`src/rtl/core/gf2is_pkg.sv`:
```
// Shared types and constants of the GF(2) irreducible-polynomial sieve.
package gf2is_pkg;

   // Request selector codes
   localparam logic CMD_SIEVE = 1'b0;
   localparam logic CMD_NEXT  = 1'b1;

   // Fixed field widths of the request and response
   localparam int START_BITS    = 16;
   localparam int POLY_OUT_BITS = 16;
   localparam logic [POLY_OUT_BITS-1:0] POLY_OUT_MAX = 16'hFFFF;

   typedef enum logic [4:0] {
      S_INIT,
      S_IDLE,
      S_FILL,
      S_P_NEXT,
      S_P_SPLIT,
      S_P_READ,
      S_P_TEST,
      S_C_SPLIT,
      S_C_READ,
      S_C_WRITE,
      S_C_WAIT,
      S_C_CHK,
      S_N_CHK,
      S_N_SPLIT,
      S_N_READ,
      S_N_TEST,
      S_RESP_NONE,
      S_RESP_HIT
   } state_type;

   // Source of the bit address fed to the word/offset splitter
   typedef enum logic [1:0] {
      SRC_P,
      SRC_PROD,
      SRC_T
   } split_src_type;

   typedef struct packed {
      logic          fill_we;
      logic          fill_sieve;
      split_src_type split_src;
      logic          split_load;
      logic          clr_we;
      logic          p_init;
      logic          p_adv;
      logic          q_adv;
      logic          scan_adv;
      logic          start_load;
      logic          res_load;
      logic          res_hit;
   } dp_cmd_type;

   typedef struct packed {
      logic fill_last;
      logic p_over;
      logic q_over;
      logic bit_set;
      logic prod_big;
      logic t_over;
      logic entry_nz;
      logic scan_last;
   } dp_sts_type;

endpackage

```
`src/rtl/core/gf2is_ctrl.sv`:
```
// Controller state machine of the sieve: sequences fill, sieve walk, scan and response.
module gf2is_ctrl
   import gf2is_pkg::*;
(
   input  logic       clock,
   input  logic       reset,
   input  logic       req_tvalid,
   input  logic       req_sel,
   output logic       req_tready,
   output logic       rsp_tvalid,
   input  logic       rsp_tready,
   output dp_cmd_type cmd,
   input  dp_sts_type sts
);

   state_type state_ff;
   state_type state_in;
   logic      rsp_valid_ff;
   logic      rsp_valid_in;
   logic      out_free;

   assign out_free = !rsp_valid_ff || rsp_tready;

   // State and response-valid registers
   always_ff @(posedge clock) begin
      if (reset) begin
         state_ff     <= S_INIT;
         rsp_valid_ff <= 1'b0;
      end else begin
         state_ff     <= state_in;
         rsp_valid_ff <= rsp_valid_in;
      end
   end

   // Next state and datapath commands
   always_comb begin
      state_in       = state_ff;
      cmd            = '0;
      cmd.split_src  = SRC_P;
      req_tready     = 1'b0;
      case (state_ff)
         S_INIT: begin
            cmd.fill_we = 1'b1;
            if (sts.fill_last) begin
               state_in = S_IDLE;
            end
         end
         S_IDLE: begin
            req_tready = 1'b1;
            if (req_tvalid) begin
               cmd.start_load = 1'b1;
               case (req_sel)
                  CMD_SIEVE: state_in = S_FILL;
                  CMD_NEXT:  state_in = S_N_CHK;
                  default:   state_in = S_N_CHK;
               endcase
            end
         end
         S_FILL: begin
            cmd.fill_we    = 1'b1;
            cmd.fill_sieve = 1'b1;
            if (sts.fill_last) begin
               cmd.p_init = 1'b1;
               state_in   = S_P_NEXT;
            end
         end
         S_P_NEXT: begin
            cmd.split_src = SRC_P;
            state_in = sts.p_over ? S_RESP_NONE : S_P_SPLIT;
         end
         S_P_SPLIT: begin
            cmd.split_load = 1'b1;
            state_in       = S_P_READ;
         end
         S_P_READ: begin
            state_in = S_P_TEST;
         end
         S_P_TEST: begin
            if (!sts.bit_set) begin
               cmd.p_adv = 1'b1;
               state_in  = S_P_NEXT;
            end else if (sts.prod_big) begin
               state_in = S_RESP_NONE;
            end else begin
               cmd.split_src = SRC_PROD;
               state_in      = S_C_SPLIT;
            end
         end
         S_C_SPLIT: begin
            cmd.split_load = 1'b1;
            state_in       = S_C_READ;
         end
         S_C_READ: begin
            state_in = S_C_WRITE;
         end
         S_C_WRITE: begin
            cmd.clr_we = 1'b1;
            cmd.q_adv  = 1'b1;
            state_in   = S_C_WAIT;
         end
         S_C_WAIT: begin
            state_in = S_C_CHK;
         end
         S_C_CHK: begin
            if (sts.q_over || sts.prod_big) begin
               cmd.p_adv = 1'b1;
               state_in  = S_P_NEXT;
            end else begin
               cmd.split_src = SRC_PROD;
               state_in      = S_C_SPLIT;
            end
         end
         S_N_CHK: begin
            cmd.split_src = SRC_T;
            state_in = sts.t_over ? S_RESP_NONE : S_N_SPLIT;
         end
         S_N_SPLIT: begin
            cmd.split_load = 1'b1;
            state_in       = S_N_READ;
         end
         S_N_READ: begin
            state_in = S_N_TEST;
         end
         S_N_TEST: begin
            if (sts.entry_nz) begin
               state_in = S_RESP_HIT;
            end else if (sts.scan_last) begin
               state_in = S_RESP_NONE;
            end else begin
               cmd.scan_adv = 1'b1;
               state_in     = S_N_READ;
            end
         end
         S_RESP_NONE: begin
            if (out_free) begin
               cmd.res_load = 1'b1;
               state_in     = S_IDLE;
            end
         end
         S_RESP_HIT: begin
            if (out_free) begin
               cmd.res_load = 1'b1;
               cmd.res_hit  = 1'b1;
               state_in     = S_IDLE;
            end
         end
         default: begin
            state_in = S_IDLE;
         end
      endcase
   end

   // Raise valid on a load, drop it once the response is taken
   always_comb begin
      rsp_valid_in = rsp_valid_ff;
      if (cmd.res_load) begin
         rsp_valid_in = 1'b1;
      end else if (rsp_tready) begin
         rsp_valid_in = 1'b0;
      end
   end

   assign rsp_tvalid = rsp_valid_ff;

   a_load_free: assert property (@(posedge clock) disable iff (reset)
      cmd.res_load |-> (!rsp_valid_ff || rsp_tready))
      else $error("response loaded over one not yet taken");

   a_rsp_rise: assert property (@(posedge clock) disable iff (reset)
      $rose(rsp_valid_ff) |-> $past(cmd.res_load))
      else $error("response valid raised without a load");

   a_accept_leave: assert property (@(posedge clock) disable iff (reset)
      (req_tvalid && req_tready) |=> (state_ff == S_FILL || state_ff == S_N_CHK))
      else $error("accepted request did not start work");

   a_one_write: assert property (@(posedge clock) disable iff (reset)
      !(cmd.fill_we && cmd.clr_we))
      else $error("fill and clear write in the same cycle");

endmodule
```
`config.mk`:
```
export PLATFORM = sky130hd
export DESIGN_NAME = gf2is_ctrl
export DESIGN_NICKNAME = d
export VERILOG_FILES = /design/src/rtl/core/gf2is_pkg.sv /design/src/rtl/core/gf2is_ctrl.sv
export SDC_FILE = /design/constraint.sdc
export NUM_CORES = 1
export LEC_CHECK = 0
export ABC_AREA = 0
export BUFFER_PORTS_ARGS = -buffer_cell sky130_fd_sc_hd__buf_2
export CAP_MARGIN = 40
export CORE_UTILIZATION = 45
export CTS_CLUSTER_DIAMETER = 30
export DETAILED_ROUTE_END_ITERATION = 16
export GPL_ROUTABILITY_DRIVEN = 0
export GPL_TIMING_DRIVEN = 0
export PLACE_DENSITY = 0.76
export SETUP_SLACK_MARGIN = 0.02
export SLEW_MARGIN = 10
export SYNTH_ARGS = -nofsm -noshare
export SYNTH_HDL_FRONTEND = slang
export SYNTH_SLANG_ARGS = --single-unit
```
`constraint.sdc`:
```
create_clock -name clock -period 2.1 [get_ports clock]
set_clock_uncertainty 0.1 [all_clocks]
set_input_delay 0 -clock clock [delete_from_list [all_inputs] [get_ports clock]]
set_output_delay 0 -clock clock [all_outputs]
set_load 0.1 [all_outputs]
```
==> impl_metrics.yaml <==
run_status:
  outcome: "finished clean"
grt:
  grt_max_degree: 11
  first_global_vias: 639
  grt_pass1_wl_um: 2720
  grt.total_usage_pct: 25.0
  overflow: 0
  antenna_found_initial: 0
final_layout:
  fin_cells: 131
  antenna_cells: 0
  drive_gt1_share_pct: 46.6
  layout.nets: 131
  fillers: 116
  areaGrowthSynthToFinish_pct: 40.9
route:
  ant_nets: 0
  vias: 785
  wl_um: 1780
  wl_per_cell_um: 13.6
  drtIter0Drc: 31
  drtPass1Iterations: 4
  drc: 0
  vias_per_cell: 5.99
logic_synthesis:
  synth_ff_type: "dfxtp_1"
  synthTopCellsByCount: "nor2_1 (8), nand2_1 (7), dfxtp_1 (6)"
  yosysUniqueCellTypes: 40
  synth.top_cell.area_share_pct: 18.7
  yosys_warnings: 0
  synthCells: 85
  synth.area.top_cells: "dfxtp_1 (19%), nor2_1 (4.7%), o32ai_4 (4.3%)"
  synth_nets: 98
  ys_ff_latch: 6
  synthArstFlopShare_pct: 0
  syn_area_per_cell_sq_um: 7.55
  yosysSeqAreaShare_pct: 18.7
  synth_edf_count: 0
  yosys.area.top_type: "dfxtp_1"
  syn-cell-area_sq_um: 642
  synth.most_common_cell: "nor2_1"
setup_path:
  path_class: "reg2out"
  crit_required_ns: 2.00
  worst_ep_arrival_time_ns: 1.94
  critPathLaunchType: "flip-flop"
  worst-path-max-fanout: 7
  end_kind: "primary output"
power:
  power_frac_comb_pct: 49.4
  internal_power_mw: 0.247
  pwr-share-seq_pct: 27.8
  p_leak_nw: 0.402
  irDropWorstVdd_v: 0.000495
  power_frac_clock_pct: 22.8
  switchingPower_mw: 0.206
  powerDensity_nw_per_um2: 501
  swShare_pct: 45.4
timing:
  worstMarginPinSlew_ns: 0.482
  finalCritPeriodShare_pct: 97.1
  fin_crit_ns: 2.04
  hold_viol_final: 0
  rsz0062_at_grt: "true"
  slew_headroom_pct: 67.9
  finalSetupViolations: 0
  finalWorstSetupSlack_ns: 0.0618
  drv_slew: 0
  fmax_ghz: 0.491
floorplan:
  dieWidth_um: 39.8
  rows: 13
  core_area_sq_um: 1320
  die_area_sq_um: 1580
  floorplan.initialDensity_pct: 48.7
  io_pins: 28
  dieHeight_um: 39.8
cts:
  cts_buffers: 3
  root_buffer: "clkbuf_4"
  clkTransAtPathRegs_ns: 0.04
  clk_latency_ns: 0.24
  cts_buffer_depth: 2
  cts_tree: "yes"
  cts-htree-levels: 1
  clock_sinks: 6
job:
  max_cap_viol_count: 0
placed_design:
  io_buffers: 27
  dpl.hpwl_um: 1380
  dp_cells: 127
  dp_slack_ns: 0.232
min_path:
  min_path_type: "in2reg"
[metrics by stage]
stage / TNS (ns) / hold slack (ns) / utilization [%] / power (mW) / instance area (sq um)
after floorplan: -0.738 / -0.0338 / - / 0.304 / 702
after global placement: 0 / 0.140 / 65.0 / 0.347 / 856
after detailed placement: 0 / 0.140 / 65.0 / 0.349 / 856
after CTS: 0 / 0.0307 / 67.6 / 0.454 / 891
after global routing: 0 / 0.0220 / 68.7 / 0.479 / 905
final: 0 / 0.0347 / 68.7 / 0.453 / 905
[logic make-up (layout without fill, tap and decap cells)]
logic type / after synthesis / after routing / share of synthesized area, %
buffers and inverters: 11 / 42 / 8.38
AND/OR/NAND/NOR: 47 / 47 / 43.1
AO/OA/AOI/OAI: 20 / 20 / 28.5
flip-flops: 6 / 6 / 18.7
XOR/XNOR: 1 / 1 / 1.36
[timing repair]
item                       in CTS  in global routing
setup endpoints to repair       1                  3
hold buffers                    1                  0
hold endpoints to repair        3                  0
buffers inserted                0                  0
resized for setup               1                  4
pin swaps                       0                  0
[cell usage in the layout, fill, tap and decap left out, drive strengths merged, types with 3 or more instances in the layout]
cell / instances
and2: 3
nand2: 7
nor3: 3
inv: 3
buf: 31
dfxtp: 6
nand2b: 4
a21oi: 4
or3: 3
clkbuf: 6
o22ai: 3
nor2: 8
[final timing paths]
kind	start	to	slack (ns)	cells after the start
max	state_ff[4]	cmd[11]	0.06	4
min	rsp_tready	rsp_tvalid	0.03	3
max reg2reg	state_ff[1]	state_ff[1]	0.29	4
min reg2reg	rsp_tvalid	rsp_tvalid	0.47	2
[power groups by stage]
| stage | Sequential [mW] | Combinational, mW | Clock, mW |
|---|---|---|---|
| 3_5_place_dp | 0.128 | 0.221 | 0 |
| 6_report | 0.126 | 0.224 | 0.103 |
| 5_1_grt | 0.127 | 0.238 | 0.114 |
| 4_1_cts | 0.126 | 0.223 | 0.105 |
| 2_1_floorplan | 0.126 | 0.177 | 0 |
| 3_3_place_gp | 0.128 | 0.219 | 0 |
[layout make-up]
| cell class | instances | area, sq um | area share, % |
|---|---|---|---|
| tap | 15 | 18.8 | 2.07 |
| sequential | 6 | 120 | 13.3 |
| buffer | 7 | 38.8 | 4.29 |
| inverter | 4 | 18.8 | 2.07 |
| clock buffer | 3 | 22.5 | 2.49 |
| multi-input combinational | 68 | 533 | 58.9 |
| timing repair buffer | 28 | 153 | 16.9 |
[per-layer routing]
| layer | global-route usage, % | share of wire, % |
|---|---|---|
| met1 | 32.0 | 44 |
| met2 | 43.0 | 49 |
| met3 | 5.68 | 5.3 |
| met4 | 2.59 | 0.79 |
| met5 | 0 | 0 |
[sequential cells by signal, indices dropped and copies added (netlist names)]
name        cells
rsp_tvalid      1
state_ff        5
[critical path, stage by stage, from the launching register on]
cell        delay, ns
dfxtp_1          0.37
or4_1            0.66
clkinvlp_4       0.13
and2_2           0.13
buf_2            0.41
Power figures use the tool's default switching activity.
